**config.mk**
```make
export PLATFORM = sky130hd
export DESIGN_NAME = cpio_newc_entry_lister_top
export DESIGN_NICKNAME = d
export VERILOG_FILES = /design/src/design/cnel_pkg.sv /design/src/design/cpio_newc_entry_lister_top.sv /design/src/design/cnel_front.sv /design/src/design/cnel_queue.sv /design/src/design/cnel_back.sv
export SDC_FILE = /design/constraint.sdc
export NUM_CORES = 1
export LEC_CHECK = 0
export ABC_AREA = 1
export BUFFER_PORTS_ARGS = -buffer_cell sky130_fd_sc_hd__buf_2
export CORE_MARGIN = 4
export CORE_UTILIZATION = 35
export DETAILED_ROUTE_END_ITERATION = 10
export PLACE_DENSITY = 0.59
export REMOVE_ABC_BUFFERS = 1
export SYNTH_ARGS = -nofsm -noshare
export SYNTH_HDL_FRONTEND = slang
export SYNTH_HIERARCHICAL = 1
export SYNTH_SLANG_ARGS = --single-unit
```
**constraint.sdc**
```tcl
create_clock -name clk_i -period 8.9 [get_ports clk_i]
set_input_delay 0.89 -clock clk_i [delete_from_list [all_inputs] [get_ports clk_i]]
set_output_delay 0.89 -clock clk_i [all_outputs]
set_load 0.05 [all_outputs]
```
**src/design/cnel_pkg.sv**
```systemverilog
// shared types, constants and codes of the cpio newc entry lister
`timescale 1ns / 1ps

package cnel_pkg;

  localparam int unsigned HEADER_BYTES    = 110;
  localparam int unsigned PREFIX_BYTES_DEF = 10;
  localparam int unsigned PREFIX_BYTES_MAX = 16;
  localparam int unsigned TRAIL_LEN       = 10;
  localparam int unsigned MAGIC_LEN       = 6;
  localparam int unsigned QUEUE_DEPTH     = 4;

  // wide enough for any prefix length in range
  localparam int unsigned CNT_W  = $clog2(PREFIX_BYTES_MAX + 1);
  localparam int unsigned PIDX_W = $clog2(PREFIX_BYTES_MAX);

  // header field offsets
  localparam int unsigned FSIZE_FIRST = 54;
  localparam int unsigned FSIZE_LAST  = 61;
  localparam int unsigned NSIZE_FIRST = 94;
  localparam int unsigned NSIZE_LAST  = 101;

  localparam logic [7:0] MAGIC_TEXT [MAGIC_LEN] = '{
    8'h30, 8'h37, 8'h30, 8'h37, 8'h30, 8'h31
  };

  localparam logic [7:0] TRAIL_TEXT [TRAIL_LEN] = '{
    8'h54, 8'h52, 8'h41, 8'h49, 8'h4c, 8'h45, 8'h52, 8'h21, 8'h21, 8'h21
  };

  typedef enum logic [1:0] {
    KIND_SIZE = 2'd0,
    KIND_CHAR = 2'd1,
    KIND_END  = 2'd2,
    KIND_BAD  = 2'd3
  } kind_e;

  typedef enum logic [2:0] {
    PH_HEADER = 3'd0,
    PH_NAME   = 3'd1,
    PH_PAD1   = 3'd2,
    PH_DATA   = 3'd3,
    PH_PAD2   = 3'd4,
    PH_HALT   = 3'd5
  } phase_e;

  // one queued job: a single result, or a size result plus held name characters
  typedef struct packed {
    logic             burst;
    kind_e            kind;
    logic [31:0]      fsize;
    logic [7:0]       ch;
    logic             done;
    logic [CNT_W-1:0] cnt;
    logic             char_done;
  } job_t;

  typedef struct packed {
    logic              en;
    logic [PIDX_W-1:0] idx;
    logic [7:0]        data;
  } pfx_wr_t;

endpackage

```
**src/design/cpio_newc_entry_lister_top.sv**
```systemverilog
// top level of the cpio newc entry lister
//
//   channel  direction  handshake              payload
//   in       sink       in_valid_i/in_ready_o   data_byte_i
//   out      source     out_valid_o/out_ready_i kind_o file_size_o name_char_o
//                                               name_done_o run_last_o
//
// one archive byte per cycle in, one result per cycle out, each while not stalled
// a byte that ends the name prefix causes up to PREFIX_BYTES+1 results, drained
// at one per cycle by the sequencer while not stalled; the next entry's name
// stalls input until done; parser and sequencer are parted by a four-job queue,
// each stalls on its own; rst_ni clears all control state; no clearing pass
`timescale 1ns / 1ps

module cpio_newc_entry_lister_top #(
  parameter int unsigned PREFIX_BYTES = cnel_pkg::PREFIX_BYTES_DEF
) (
  input  logic        clk_i,
  input  logic        rst_ni,
  input  logic        in_valid_i,
  output logic        in_ready_o,
  input  logic [7:0]  data_byte_i,
  output logic        out_valid_o,
  input  logic        out_ready_i,
  output logic [1:0]  kind_o,
  output logic [31:0] file_size_o,
  output logic [7:0]  name_char_o,
  output logic        name_done_o,
  output logic        run_last_o
);

  cnel_pkg::job_t    push_job;
  cnel_pkg::job_t    head_job;
  cnel_pkg::pfx_wr_t pfx_wr;
  logic              push;
  logic              pop;
  logic              q_full;
  logic              q_empty;
  logic              burst_done;

  cnel_front #(
    .PREFIX_BYTES(PREFIX_BYTES)
  ) u_front (
    .clk_i       (clk_i),
    .rst_ni      (rst_ni),
    .in_valid_i  (in_valid_i),
    .in_ready_o  (in_ready_o),
    .data_byte_i (data_byte_i),
    .q_full_i    (q_full),
    .push_o      (push),
    .job_o       (push_job),
    .pfx_wr_o    (pfx_wr),
    .burst_done_i(burst_done)
  );

  cnel_queue #(
    .DEPTH(cnel_pkg::QUEUE_DEPTH)
  ) u_queue (
    .clk_i  (clk_i),
    .rst_ni (rst_ni),
    .push_i (push),
    .job_i  (push_job),
    .pop_i  (pop),
    .job_o  (head_job),
    .full_o (q_full),
    .empty_o(q_empty)
  );

  cnel_back #(
    .PREFIX_BYTES(PREFIX_BYTES)
  ) u_back (
    .clk_i       (clk_i),
    .rst_ni      (rst_ni),
    .job_i       (head_job),
    .q_empty_i   (q_empty),
    .pop_o       (pop),
    .pfx_wr_i    (pfx_wr),
    .burst_done_o(burst_done),
    .out_valid_o (out_valid_o),
    .out_ready_i (out_ready_i),
    .kind_o      (kind_o),
    .file_size_o (file_size_o),
    .name_char_o (name_char_o),
    .name_done_o (name_done_o),
    .run_last_o  (run_last_o)
  );

endmodule

```
**src/design/cnel_front.sv**
```systemverilog
// byte parser: header, name, padding and data phases, job generation
`timescale 1ns / 1ps

module cnel_front #(
  parameter int unsigned PREFIX_BYTES = cnel_pkg::PREFIX_BYTES_DEF
) (
  input  logic               clk_i,
  input  logic               rst_ni,
  input  logic               in_valid_i,
  output logic               in_ready_o,
  input  logic [7:0]         data_byte_i,
  input  logic               q_full_i,
  output logic               push_o,
  output cnel_pkg::job_t     job_o,
  output cnel_pkg::pfx_wr_t  pfx_wr_o,
  input  logic               burst_done_i
);

  localparam int unsigned CMP_LEN =
    (PREFIX_BYTES < cnel_pkg::TRAIL_LEN) ? PREFIX_BYTES : cnel_pkg::TRAIL_LEN;

  cnel_pkg::phase_e phase_q, phase_d;
  logic [31:0] bc_q, bc_d;
  logic [31:0] hex_q, hex_d;
  logic        stop_q, stop_d;
  logic [31:0] fsize_q, fsize_d;
  logic [31:0] nsize_q, nsize_d;
  logic        match_q, match_d;
  logic [1:0]  align_q, align_d;
  logic        pend_q, pend_d;

  logic        accept;
  logic        block;
  logic        match_n;
  logic [31:0] acc;
  logic        stp;
  logic        in_field;
  logic [31:0] dpt;

  assign block      = (phase_q == cnel_pkg::PH_NAME) && (bc_q < 32'(PREFIX_BYTES)) && pend_q;
  assign in_ready_o = !q_full_i && !block;
  assign accept     = in_valid_i && in_ready_o;

  always_comb begin
    phase_d  = phase_q;
    bc_d     = bc_q;
    hex_d    = hex_q;
    stop_d   = stop_q;
    fsize_d  = fsize_q;
    nsize_d  = nsize_q;
    match_d  = match_q;
    align_d  = align_q;
    pend_d   = pend_q;
    push_o   = 1'b0;
    job_o    = '0;
    pfx_wr_o = '0;
    match_n  = match_q;
    acc      = hex_q;
    stp      = stop_q;
    in_field = 1'b0;
    dpt      = (nsize_q < 32'(PREFIX_BYTES)) ? nsize_q : 32'(PREFIX_BYTES);

    if (burst_done_i) begin
      pend_d = 1'b0;
    end

    if (accept && phase_q != cnel_pkg::PH_HALT) begin
      align_d = align_q + 2'd1;
      unique case (phase_q)
        cnel_pkg::PH_HEADER: begin
          if (bc_q < 32'(cnel_pkg::MAGIC_LEN) &&
              data_byte_i != cnel_pkg::MAGIC_TEXT[bc_q[2:0]]) begin
            match_n = 1'b0;
          end
          if (bc_q == 32'(cnel_pkg::MAGIC_LEN - 1) && !match_n) begin
            push_o     = 1'b1;
            job_o.kind = cnel_pkg::KIND_BAD;
            phase_d    = cnel_pkg::PH_HALT;
            match_d    = match_n;
          end else begin
            if (bc_q == 32'(cnel_pkg::FSIZE_FIRST) || bc_q == 32'(cnel_pkg::NSIZE_FIRST)) begin
              acc = '0;
              stp = 1'b0;
            end
            in_field =
              (bc_q >= 32'(cnel_pkg::FSIZE_FIRST) && bc_q <= 32'(cnel_pkg::FSIZE_LAST)) ||
              (bc_q >= 32'(cnel_pkg::NSIZE_FIRST) && bc_q <= 32'(cnel_pkg::NSIZE_LAST));
            if (in_field && !stp) begin
              if (data_byte_i >= 8'h30 && data_byte_i <= 8'h39) begin
                acc = {acc[27:0], 4'(data_byte_i - 8'h30)};
              end else if (data_byte_i >= 8'h41 && data_byte_i <= 8'h46) begin
                acc = {acc[27:0], 4'(data_byte_i - 8'h37)};
              end else if (data_byte_i >= 8'h61 && data_byte_i <= 8'h66) begin
                acc = {acc[27:0], 4'(data_byte_i - 8'h57)};
              end else if (data_byte_i == 8'h00) begin
                stp = 1'b1;
              end else begin
                acc = '0;
                stp = 1'b1;
              end
            end
            hex_d  = acc;
            stop_d = stp;
            if (bc_q == 32'(cnel_pkg::FSIZE_LAST)) begin
              fsize_d = acc;
            end
            if (bc_q == 32'(cnel_pkg::NSIZE_LAST)) begin
              nsize_d = acc;
            end
            if (bc_q == 32'(cnel_pkg::HEADER_BYTES - 1)) begin
              match_d = 1'b1;
              bc_d    = '0;
              if (nsize_q == '0) begin
                push_o      = 1'b1;
                job_o.kind  = cnel_pkg::KIND_SIZE;
                job_o.fsize = fsize_q;
                job_o.done  = 1'b1;
                if (align_d != 2'd0) begin
                  phase_d = cnel_pkg::PH_PAD1;
                end else if (fsize_q != '0) begin
                  phase_d = cnel_pkg::PH_DATA;
                end
              end else begin
                phase_d = cnel_pkg::PH_NAME;
              end
            end else begin
              match_d = match_n;
              bc_d    = bc_q + 32'd1;
            end
          end
        end
        cnel_pkg::PH_NAME: begin
          if (bc_q < 32'(PREFIX_BYTES)) begin
            pfx_wr_o.en   = 1'b1;
            pfx_wr_o.idx  = bc_q[cnel_pkg::PIDX_W-1:0];
            pfx_wr_o.data = data_byte_i;
          end
          if (bc_q < 32'(CMP_LEN) && data_byte_i != cnel_pkg::TRAIL_TEXT[bc_q[3:0]]) begin
            match_n = 1'b0;
          end
          match_d = match_n;
          if (bc_q == dpt - 32'd1) begin
            push_o      = 1'b1;
            job_o.fsize = fsize_q;
            if (nsize_q >= 32'(CMP_LEN) && match_n) begin
              job_o.kind = cnel_pkg::KIND_END;
              phase_d    = cnel_pkg::PH_HALT;
            end else begin
              job_o.kind      = cnel_pkg::KIND_SIZE;
              job_o.burst     = 1'b1;
              job_o.done      = (nsize_q <= 32'd1);
              job_o.char_done = (nsize_q <= 32'(PREFIX_BYTES + 1));
              job_o.cnt       = (nsize_q <= 32'(PREFIX_BYTES)) ?
                                cnel_pkg::CNT_W'(nsize_q - 32'd1) :
                                cnel_pkg::CNT_W'(PREFIX_BYTES);
              pend_d          = 1'b1;
            end
          end else if (bc_q >= dpt && bc_q < nsize_q - 32'd1) begin
            push_o      = 1'b1;
            job_o.kind  = cnel_pkg::KIND_CHAR;
            job_o.fsize = fsize_q;
            job_o.ch    = data_byte_i;
            job_o.done  = (bc_q == nsize_q - 32'd2);
          end
          if (phase_d != cnel_pkg::PH_HALT) begin
            if (bc_q == nsize_q - 32'd1) begin
              bc_d = '0;
              if (align_d != 2'd0) begin
                phase_d = cnel_pkg::PH_PAD1;
              end else if (fsize_q != '0) begin
                phase_d = cnel_pkg::PH_DATA;
              end else begin
                phase_d = cnel_pkg::PH_HEADER;
              end
            end else begin
              bc_d = bc_q + 32'd1;
            end
          end
        end
        cnel_pkg::PH_PAD1: begin
          if (align_d == 2'd0) begin
            bc_d    = '0;
            phase_d = (fsize_q != '0) ? cnel_pkg::PH_DATA : cnel_pkg::PH_HEADER;
          end
        end
        cnel_pkg::PH_DATA: begin
          if (bc_q == fsize_q - 32'd1) begin
            bc_d    = '0;
            phase_d = (align_d != 2'd0) ? cnel_pkg::PH_PAD2 : cnel_pkg::PH_HEADER;
          end else begin
            bc_d = bc_q + 32'd1;
          end
        end
        cnel_pkg::PH_PAD2: begin
          if (align_d == 2'd0) begin
            phase_d = cnel_pkg::PH_HEADER;
          end
        end
        default: begin
          phase_d = cnel_pkg::PH_HALT;
        end
      endcase

      // start of a new header
      if (phase_d == cnel_pkg::PH_HEADER && phase_q != cnel_pkg::PH_HEADER) begin
        bc_d    = '0;
        match_d = 1'b1;
        hex_d   = '0;
        stop_d  = 1'b0;
      end
    end
  end

  always_ff @(posedge clk_i or negedge rst_ni) begin
    if (!rst_ni) begin
      phase_q <= cnel_pkg::PH_HEADER;
      bc_q    <= '0;
      hex_q   <= '0;
      stop_q  <= 1'b0;
      fsize_q <= '0;
      nsize_q <= '0;
      match_q <= 1'b1;
      align_q <= '0;
      pend_q  <= 1'b0;
    end else begin
      phase_q <= phase_d;
      bc_q    <= bc_d;
      hex_q   <= hex_d;
      stop_q  <= stop_d;
      fsize_q <= fsize_d;
      nsize_q <= nsize_d;
      match_q <= match_d;
      align_q <= align_d;
      pend_q  <= pend_d;
    end
  end

endmodule

```
**src/design/cnel_queue.sv**
```systemverilog
// short job queue between parser and result sequencer
`timescale 1ns / 1ps

module cnel_queue #(
  parameter int unsigned DEPTH = cnel_pkg::QUEUE_DEPTH
) (
  input  logic           clk_i,
  input  logic           rst_ni,
  input  logic           push_i,
  input  cnel_pkg::job_t job_i,
  input  logic           pop_i,
  output cnel_pkg::job_t job_o,
  output logic           full_o,
  output logic           empty_o
);

  localparam int unsigned AW = (DEPTH > 1) ? $clog2(DEPTH) : 1;
  localparam int unsigned CW = $clog2(DEPTH + 1);

  cnel_pkg::job_t mem_q [DEPTH];
  logic [AW-1:0]  wr_q, wr_d;
  logic [AW-1:0]  rd_q, rd_d;
  logic [CW-1:0]  cnt_q, cnt_d;
  logic           do_push;
  logic           do_pop;

  assign full_o  = (cnt_q == CW'(DEPTH));
  assign empty_o = (cnt_q == '0);
  assign do_push = push_i && !full_o;
  assign do_pop  = pop_i && !empty_o;
  assign job_o   = mem_q[rd_q];

  always_comb begin
    wr_d  = wr_q;
    rd_d  = rd_q;
    cnt_d = cnt_q;
    if (do_push) begin
      wr_d = (wr_q == AW'(DEPTH - 1)) ? '0 : wr_q + AW'(1);
    end
    if (do_pop) begin
      rd_d = (rd_q == AW'(DEPTH - 1)) ? '0 : rd_q + AW'(1);
    end
    if (do_push && !do_pop) begin
      cnt_d = cnt_q + CW'(1);
    end else if (do_pop && !do_push) begin
      cnt_d = cnt_q - CW'(1);
    end
  end

  always_ff @(posedge clk_i) begin
    if (do_push) begin
      mem_q[wr_q] <= job_i;
    end
  end

  always_ff @(posedge clk_i or negedge rst_ni) begin
    if (!rst_ni) begin
      wr_q  <= '0;
      rd_q  <= '0;
      cnt_q <= '0;
    end else begin
      wr_q  <= wr_d;
      rd_q  <= rd_d;
      cnt_q <= cnt_d;
    end
  end

endmodule

```
**src/design/cnel_back.sv**
```systemverilog
// result sequencer: expands jobs into result transfers, holds the name prefix
`timescale 1ns / 1ps

module cnel_back #(
  parameter int unsigned PREFIX_BYTES = cnel_pkg::PREFIX_BYTES_DEF
) (
  input  logic              clk_i,
  input  logic              rst_ni,
  input  cnel_pkg::job_t    job_i,
  input  logic              q_empty_i,
  output logic              pop_o,
  input  cnel_pkg::pfx_wr_t pfx_wr_i,
  output logic              burst_done_o,
  output logic              out_valid_o,
  input  logic              out_ready_i,
  output logic [1:0]        kind_o,
  output logic [31:0]       file_size_o,
  output logic [7:0]        name_char_o,
  output logic              name_done_o,
  output logic              run_last_o
);

  localparam int unsigned IW = (PREFIX_BYTES > 1) ? $clog2(PREFIX_BYTES) : 1;

  logic [7:0]                 pfx_q [PREFIX_BYTES];
  cnel_pkg::job_t             job_q;
  logic                       act_q;
  logic [cnel_pkg::CNT_W-1:0] pos_q;
  logic [cnel_pkg::CNT_W-1:0] idx;
  logic                       last;
  logic                       xfer;
  logic                       is_char;

  assign last    = (pos_q == job_q.cnt);
  assign xfer    = act_q && out_ready_i;
  assign pop_o   = !q_empty_i && (!act_q || (out_ready_i && last));
  assign idx     = pos_q - cnel_pkg::CNT_W'(1);
  assign is_char = job_q.burst && (pos_q != '0);

  assign burst_done_o = xfer && last && job_q.burst;
  assign out_valid_o  = act_q;
  assign file_size_o  = job_q.fsize;
  assign run_last_o   = last;

  always_comb begin
    if (is_char) begin
      kind_o      = cnel_pkg::KIND_CHAR;
      name_char_o = pfx_q[idx[IW-1:0]];
      name_done_o = job_q.char_done && last;
    end else begin
      kind_o      = job_q.kind;
      name_char_o = job_q.ch;
      name_done_o = job_q.done;
    end
  end

  always_ff @(posedge clk_i) begin
    if (pfx_wr_i.en) begin
      pfx_q[pfx_wr_i.idx[IW-1:0]] <= pfx_wr_i.data;
    end
    if (pop_o) begin
      job_q <= job_i;
    end
  end

  always_ff @(posedge clk_i or negedge rst_ni) begin
    if (!rst_ni) begin
      act_q <= 1'b0;
      pos_q <= '0;
    end else if (pop_o) begin
      act_q <= 1'b1;
      pos_q <= '0;
    end else if (xfer && last) begin
      act_q <= 1'b0;
    end else if (xfer) begin
      pos_q <= pos_q + cnel_pkg::CNT_W'(1);
    end
  end

endmodule

```
Yosys cells after proc, flatten, opt, wreduce, memory -nomap -nowiden
Memory sizes are Yosys's and may differ from the RTL's. A register that Yosys moved wholly into a read port is not among the register bits.
Index checks and enable logic that the tools add are counted.

storage, ports and cells
  register bits after elaboration = 149
  memory bits (writable) = 280
  bits in read-only memories = 192
  memories kept = 4

operators by class
  add/sub/neg operators = 15
  $lt $le $gt $ge = 21
  eq/ne operators = 27
  muxes and demuxes = 114
  bitwise logic cells = 3
  reduce and logical (&&, ||, !) cells = 61

memory list
  name             depth  width  rd ports  clocked after memory_dff  wr ports  RTL line           source
  u_queue.mem_q    4      50     1         1                         1         cnel_queue.sv:20   cnel_pkg::job_t mem_q [DEPTH];
  (no name shown)  16     8      1         0                         0         cnel_front.sv:138  if (bc_q < 32'(CMP_LEN) && data_byte_i != cnel_pkg::TRAIL_TEXT[bc_q[3:0]]) begin
  u_back.pfx_q     10     8      1         0                         1         cnel_back.sv:25    logic [7:0] pfx_q [PREFIX_BYTES];
  (no name shown)  8      8      1         0                         0         cnel_front.sv:72   data_byte_i != cnel_pkg::MAGIC_TEXT[bc_q[2:0]]) begin

operator list
  kind                                                                            count
  32-bit two-way mux                                                              19
  32-bit equality test                                                            4
  32-bit case mux with 4 select lines                                             1
  32-bit by 7-bit equality test with 1-bit output (second input constant)         3
  32-bit by 1-bit subtractor with 32-bit output (second input constant)           3
  34-bit two-way mux                                                              2
  34-bit case mux with 2 select lines                                             1
  32-bit by 6-bit equality test with 1-bit output (second input constant)         2
  32-bit by 4-bit <= comparator with 1-bit output (second input constant)         2
  32-bit by 4-bit less-than comparator with 1-bit output (second input constant)  2
  3-bit two-way mux                                                               19
  8-bit two-way mux                                                               7
  50-bit two-way mux                                                              1
  1-bit two-way mux                                                               43
  42-bit two-way mux                                                              1
  13-bit two-way mux                                                              3
  32-bit by 1-bit adder with 32-bit output (second input constant)                1
  32-bit by 3-bit equality test with 1-bit output (second input constant)         1
  32-bit >= comparator                                                            1
  32-bit by 4-bit >= comparator with 1-bit output (second input constant)         1
  32-bit by 6-bit >= comparator with 1-bit output (second input constant)         1
  32-bit by 7-bit >= comparator with 1-bit output (second input constant)         1
  32-bit by 1-bit <= comparator with 1-bit output (second input constant)         1
  32-bit by 6-bit <= comparator with 1-bit output (second input constant)         1
  other kinds (49)                                                                120

Longest topological paths before layout
Gate-level depths: netlist of the first run.

  depth in word-level cells = 22
  mapped depth = 36
  depth with buffers taken out = 34

Hierarchy
Netlist of the first run, hierarchy kept.

modules (own cells, without submodules)
  module      times used  cells each  area an instance (sq um)
  cnel_front  1           2384        14809.2
  cnel_queue  1           644         8328.0
  cnel_back   1           442         5579.1

Least setup slack after synthesis of the first run
OpenSTA, ideal clock, no wires.

  path kind = flip-flop to flip-flop
  start = register u_front.nsize_q[1]
  end = memory u_queue/mem_q[0][0] in the netlist's numbering, enable pin
  arrival = 5682 ps
  required time = 8442 ps
  setup slack = 2760 ps
  stages on the path, launching flop included = 27
  period minus slack after synthesis = 6140 ps
  path through = dfrtp_1 clkbuf_1 inv_1 ha_1 nand2_1 nor2_1 nand2_1 nor2_1 nand2_1 nor3_1 nand3_1 nor2_1 xnor2_1 ha_1 nand4_1 nor3_1 nand2_1 inv_1 nand2_1 nand2_1 nor3_1 nand2_1 nand2_1 nand2_1 a31oi_1 nand2_1 nor2_1

on the way
  longest elaborated chain between the ends = 11
  elaborated cells between the ends (all ways) = 19
  those cells by class = 2 x add/sub; 3 x order compare; 1 x eq/ne; 10 x mux; 3 x reduce/logical

ends and longest elaborated chain
  element                                                                                                         RTL line                          source
  from (decl)                                                                                                     cnel_front.sv:27                  logic [31:0] nsize_q, nsize_d;
  from (signal assigned)                                                                                          cnel_front.sv:231                 nsize_q <= nsize_d;
  parallel branches: the longest is 6 deep, another holds 32-bit by 4-bit less-than comparator with 1-bit output  --
  1-bit case mux with 2 select lines *                                                                            cnel_front.sv:69                  unique case (phase_q)
  1-bit two-way mux *                                                                                             cnel_front.sv:67                  if (accept && phase_q != cnel_pkg::PH_HALT) begin
  named net push                                                                                                  cpio_newc_entry_lister_top.sv:35  logic push;
  1-bit logical AND *                                                                                             cnel_queue.sv:29                  assign do_push = push_i && !full_o;
  1-bit two-way mux *                                                                                             cnel_queue.sv:51                  if (do_push) begin
  1-bit two-way mux (not written as such) *                                                                       cnel_queue.sv:52                  mem_q[wr_q] <= job_i;
  to (decl)                                                                                                       cnel_queue.sv:20

Mark *: on every way through the listed nets, which the timed path passes.

Final worst setup path of the first run
  start = register u_front.nsize_q[3]
  end = memory u_queue/mem_q[3][31] in the netlist's numbering, enable pin

The elaborated chain is that of the path after synthesis.

==> impl_metrics.csv, run 1 <==
group,metric,value,unit
timing,finalCritPeriodShare,0.731,
setup_path,critPathLaunch,"u_front/nsize_q[3]",
route,drc,0,
pwr,vdd_drop_max,0.000229,V
setup_path,rrSetupSlack,2.40,ns
logic_synthesis,synth-seq-cells,479,
route,firstDrtPassIters,6,
logic_synthesis,synth_warnings,6,
setup_path,path_max_fanout,32,
setup_path,end_kind,"flip-flop",
logic_synthesis,synth_top_cell_by_area,"edfxtp_1",
logic_synthesis,synth_ff_type,"edfxtp_1",
route,drtIter0Drc,2099,
logic_synthesis,synth-simple-area-share,0.262,
clocking,root_buffer,"clkbuf_16",
clocking,clkLatencyLatePin,0.63,ns
logic_synthesis,synth_seq_area_share,0.475,
logic_synthesis,ys_types,64,
setup_path,endpoint,"u_queue/mem_q[3][31]",
route,wl_per_cell,19.4,microns
logic_synthesis,synth_edf_count,330,
timing,setup_tns,0,ns
timing,setup_viol,0,
global_route,first_global_vias,22200,
timing,rsz0062_at_grt,"no",
route,viasPerCell,5.19,
clocking,clkTransAtPathRegs,0.06,ns
clocking,cts_tree,"yes",
timing,fin_skew,0.0425,ns
setup_path,cp_common_cell,"nand2_1",
logic_synthesis,synth_common_cells,"nand2_1, inv_1, nor2_1, edfxtp_1, nand3_1",
place,port_buffers,57,
floorplan,ios,58,
global_route,grt_usage,0.201,
route,wirelength,88500,microns
global_route,antenna_found_initial,1,
outcome,status,"complete, no violations",
timing,max_freq,154,MHz
logic_synthesis,synth_cells,3470,
setup_path,crit_arrival,6.81,ns
clocking,postCtsSetupBuffers,0,
global_route,grt_first_pass_wirelength,136000,microns
setup_path,r2r-end,"u_queue/mem_q[3][31]",
setup_path,critPathRequiredTime,9.20,ns
global_route,gr-total-overflow,0,
logic_synthesis,synth_top_area_frac,0.345,
cells_and_area,drive_gt1_frac,0.0757,
timing,fin_crit,6.50,ns
global_route,grt_max_degree,117,
setup_path,path_depth,25,
setup_path,r2r-start,"u_front/nsize_q[3]",
logic_synthesis,synth-async-reset-ratio,0.311,
floorplan,initial_core_util,0.355,
logic_synthesis,synth_top_family_by_area,"simple AND/OR/NAND/NOR gates",
pwr,power_density,265,nW/um^2
setup_path,path_class,"flip-flop to flip-flop",
setup_path,crit_family,"simple AND/OR/NAND/NOR gates",
clocking,htree_levels,2,
logic_synthesis,synth_compound_area_frac,0.0840,
cells_and_area,fin_nets,3565,
flow_run,drv_cap,0,
timing,relSlewSlack,0.175,
setup_path,startpoint_type,"flip-flop",
cells_and_area,area_growth,9.77,%
pwr,p_leak,14.1,nW
cells_and_area,antenna_cells,0,
place,dp_hpwl,62600,microns
clocking,cts_resized,0,
timing,slew_viol_final,0,
clocking,cts_hold_repair.buffers,0,
setup_path,r2r_cells,25,
pwr,power,8.36,mW
logic_synthesis,synth.area.mux_share,0,
floorplan,fp-row-count,104,
setup_path,cpPeakStageDelay,0.86,ns
floorplan,core_area,80900,sq um
setup_path,crit_slowest_cell,"nor2_4",
route,num_vias,23700,
clocking,cts_buffers,50,
logic_synthesis,avgSynthCellArea,8.28,sq um
timing,worst_slew_pin_slew,1.23,ns
place,gp_congestion,0.994,
timing,hold_violations,0,
floorplan,die_area,86700,sq um
floorplan,die_w,294,microns
logic_synthesis,yosys.area_share.xor_xnor,0.0446,
logic_synthesis,yosysMostFrequentCell,"nand2_1",
min_path,hold_class,"input port to asynchronous set/reset pin",
floorplan,die_h,294,microns
clocking,clock-sinks,479,
setup_path,path_buf_inv,5,
logic_synthesis,ys_top_cells_by_area,"edfxtp_1, dfrtp_1, nand2_1",
clocking,clockBufferDepth,3,
route,ant_nets,0,
logic_synthesis,synthAdderAreaFrac,0.0412,
logic_synthesis,synth_area,28700,sq um
state kept, by name (all words and copies together) (netlist names):
name	cells
u_back/out_valid_o	1
u_front/hex_q	32
u_back/pos_q	5
u_queue/rd_q	2
u_front/phase_q	3
u_front/pend_q	1
u_back/pfx_q	80
u_front/fsize_q	32
u_back/file_size_o	32
u_queue/cnt_q	3
u_front/nsize_q	32
u_front/match_q	1
u_front/bc_q	32
u_back/job_q	18
u_queue/mem_q	200
u_front/align_q	2
u_queue/wr_q	2
u_front/stop_q	1
worst register-to-register path, cell delays in order (launching register included):
cell     delay [ns]
dfrtp_1        0.57
inv_2          0.29
nor2_1         0.09
nor2_1         0.12
nand2_2        0.11
nor2_8         0.34
inv_1          0.16
nor2_1         0.16
ha_1           0.20
inv_1          0.05
nor2_1         0.78
nand2_4        0.29
nand2_1        0.15
nand2_1        0.06
inv_1          0.05
nand3_1        0.06
nor2_1         0.11
nand2_1        0.06
nor2_1         0.17
nand2_1        0.13
nand2_1        0.12
nand2_1        0.06
a31oi_1        0.33
nand2_1        0.38
nor2_4         0.87
buf_4          0.45
cells by family (layout without fill, tap and decap cells):
logic type,after synthesis,count (layout)
buf+inv,631,634
flops,479,479
fa+ha+maj,94,94
xor+xnor,140,140
compound gates,387,387
simple gates,1738,1738
other cells,1,28
layer usage:
| layer | global-route usage | vias to the layer above | part of all wire |
|---|---|---|---|
| met5 | 0 | - | 0 |
| met4 | 0.0608 | 0 | 0.032 |
| met3 | 0.0227 | 135 | 0.059 |
| met2 | 0.332 | 736 | 0.46 |
| met1 | 0.280 | 11300 | 0.45 |
| li1 | - | 11400 | - |
power by group:
group	switching (mW)	internal (mW)	leakage (nW)
clock	0.925	1.26	0.830
combinational	2.34	0.978	8.47
sequential	0.270	2.60	4.84
total	3.53	4.83	14.1
how the worst min path moves through the flow:
stage	startpoint	endpoint	cells after the start
floorplan	u_front/hex_q[0]	u_front/hex_q[0]	2
finish	rst_ni	u_front/hex_q[15]	1
CTS	rst_ni	u_front/hex_q[15]	1
global placement	u_front/hex_q[0]	u_front/hex_q[0]	2
global route	rst_ni	u_front/hex_q[21]	1
detailed placement	u_front/hex_q[10]	u_front/hex_q[10]	2
cell usage in the layout (no fill, tap or decap), drive strengths merged, types with 22 or more instances in the layout:
cell	count
nor4	22
o211ai	119
dfrtp	148
ha	93
xnor2	31
inv	435
nor3	70
nand3	232
nor2	358
edfxtp	330
clkbuf	67
o21ai	153
a21oi	46
conb	28
nand2	922
clkinv	24
xor2	107
nand4	99
o22ai	36
buf	100
per-stage QoR:
stage	area [sq um]	std cells	setup slack (ns)	hold WS (ns)	utilization
floorplan	27800	3307	2.71	0.442	-
global placement	29800	4467	2.61	0.453	0.368
detailed placement	29800	4467	2.48	0.459	0.368
CTS	31500	4560	2.47	0.186	0.389
global route	31500	4560	1.71	0.209	0.389
finish	31500	4560	2.40	0.191	0.389
layout make-up:
type | count | area (sq um)
fillers | 8204 | 49400
flip-flops and latches | 479 | 13600
multi-input cells | 2387 | 12600
inverters | 441 | 1660
clock buffers | 67 | 1360
well taps | 1060 | 1330
repair buffers | 100 | 614
clock inverters | 26 | 363
(Power assumes the default switching activity.)
==> run 2: changes to the inputs <==
Settings changed: PLACE_DENSITY 0.59 to 0.6.
Clock period 8.9 ns to 5.4 ns, I/O delays scaled along.
==> run 2 against run 1 <==
  * Maximum frequency rose by 32%
  * Sequential power rose by 59%
  * Setup slack got worse by 1.9 ns
  * Register-to-register slack got worse by 1.9 ns
  * Utilization rose by 0.50 points
  * Non-clock buffer count rose by 45
==> impl_metrics.csv, run 2 (synthesis results as in run 1) <==
group,metric,value,unit
clocking,cts_tree,"yes",
floorplan,initial_core_util,0.355,
setup_path,cp_common_cell,"nand2_1",
cells_and_area,final_cell_mix,"nand2_1, inv_1, nor2_1",
setup_path,path_class,"flip-flop to flip-flop",
route,drtIter0Drc,2225,
setup_path,crit_arrival,5.42,ns
timing,max_freq,202,MHz
clocking,cts_buffers,50,
timing,setup_tns,0,ns
global_route,antenna_found_initial,2,
route,wirelength,86700,microns
cells_and_area,layout_commonest_cell,"nand2_1",
floorplan,core_area,80900,sq um
route,wl_per_cell,18.8,microns
cells_and_area,area_growth,11.2,%
global_route,first_global_vias,22500,
pwr,power,13.9,mW
clocking,clock-sinks,479,
clocking,clkLatencyLatePin,0.62,ns
outcome,status,"complete, no violations",
route,num_vias,23800,
floorplan,die_w,294,microns
cells_and_area,fin_nets,3610,
timing,worst_slew_pin_slew,1.08,ns
route,firstDrtPassIters,5,
setup_path,startpoint_type,"flip-flop",
clocking,clockBufferDepth,3,
clocking,clkTransAtPathRegs,0.06,ns
floorplan,die_h,294,microns
pwr,vdd_drop_max,0.000385,V
setup_path,path_buf_inv,6,
timing,slew_viol_final,0,
route,ant_nets,0,
cells_and_area,drive_gt1_frac,0.0891,
pwr,p_leak,14.4,nW
clocking,postCtsSetupBuffers,0,
setup_path,crit_family,"simple AND/OR/NAND/NOR gates",
floorplan,ios,58,
min_path,hold_class,"input port to flip-flop",
cells_and_area,largest_register_ffs,200,
timing,finalCritPeriodShare,0.916,
floorplan,die_area,86700,sq um
setup_path,crit_slowest_cell,"dfrtp_1",
clocking,htree_levels,2,
timing,fin_crit,4.94,ns
timing,fin_skew,0.0302,ns
pwr,power_density,436,nW/um^2
setup_path,end_kind,"flip-flop",
flow_run,drv_cap,0,
timing,relSlewSlack,0.282,
global_route,gr-total-overflow,0,
route,viasPerCell,5.17,
place,dp_hpwl,61500,microns
cells_and_area,regMostFlops,"u_queue/mem_q",
place,gp_congestion,0.977,
global_route,grt_max_degree,92,
setup_path,path_max_fanout,6,
route,drc,0,
global_route,grt_first_pass_wirelength,134000,microns
setup_path,critPathRequiredTime,5.88,ns
clocking,root_buffer,"clkbuf_16",
timing,hold_violations,0,
global_route,grt_usage,0.197,
place,port_buffers,57,
timing,setup_viol,0,
setup_path,cpPeakStageDelay,0.49,ns
floorplan,fp-row-count,104,
-- run 2: layout make-up --
class	instances	area, sq um
timing repair buffer	145	980
clock inverter	27	344
inverter	441	1660
clock buffer	66	1390
antenna	1	2.50
tap	1060	1330
fill	8117	49000
sequential	479	13600
multi-input combinational	2387	12600
-- run 2: final timing paths --
path,from,endpoint,slack (ns),depth (start not counted)
max reg2reg,u_front/nsize_q[0],u_queue/cnt_q[2],0.46,29
min reg2reg,u_front/hex_q[7],u_front/hex_q[7],0.47,2
max,u_front/nsize_q[0],u_queue/cnt_q[2],0.46,29
min in group asynchronous,rst_ni,u_front/nsize_q[30],0.46,2
min,out_ready_i,u_back/out_valid_o,0.31,4
max in group asynchronous,rst_ni,u_front/fsize_q[6],3.79,3
-- run 2: worst min-delay path: stages --
cell and delay [ns]:
buf_2 0.13, nand4_1 0.10, nand2_1 0.06, nand2_1 0.06
-- run 2: repair_timing --
action,in CTS,in global routing
hold endpoints to repair,54,0
resized for setup,0,6
hold buffers,1,0
setup endpoints to repair,0,239
-- run 2: where the power goes --
part           internal (mW)  total, mW  switching, mW
clock                   2.12       3.64           1.52
sequential              4.29       4.57          0.283
combinational           1.69       5.71           4.02
total                   8.09       13.9           5.82
-- run 2: per-layer routing --
| metal | share of wire | vias up | GRT usage |
|---|---|---|---|
| met2 | 0.46 | 838 | 0.323 |
| met4 | 0.041 | 2 | 0.0789 |
| li1 | - | 11500 | - |
| met3 | 0.065 | 185 | 0.0302 |
| met5 | 0.00015 | - | 0 |
| met1 | 0.43 | 11200 | 0.263 |
-- run 2: stage by stage --
step / hold slack (ns) / instance area [sq um] / cells / worst slack, ns / util
2_1_floorplan: 0.244 / 27800 / 3307 / -0.790 / -
3_3_place_gp: 0.453 / 30200 / 4511 / 0.367 / 0.373
3_5_place_dp: 0.458 / 30200 / 4511 / 0.324 / 0.373
4_1_cts: 0.293 / 31900 / 4605 / 0.289 / 0.394
5_1_grt: 0.325 / 31900 / 4606 / -0.0163 / 0.394
6_report: 0.313 / 31900 / 4606 / 0.456 / 0.394
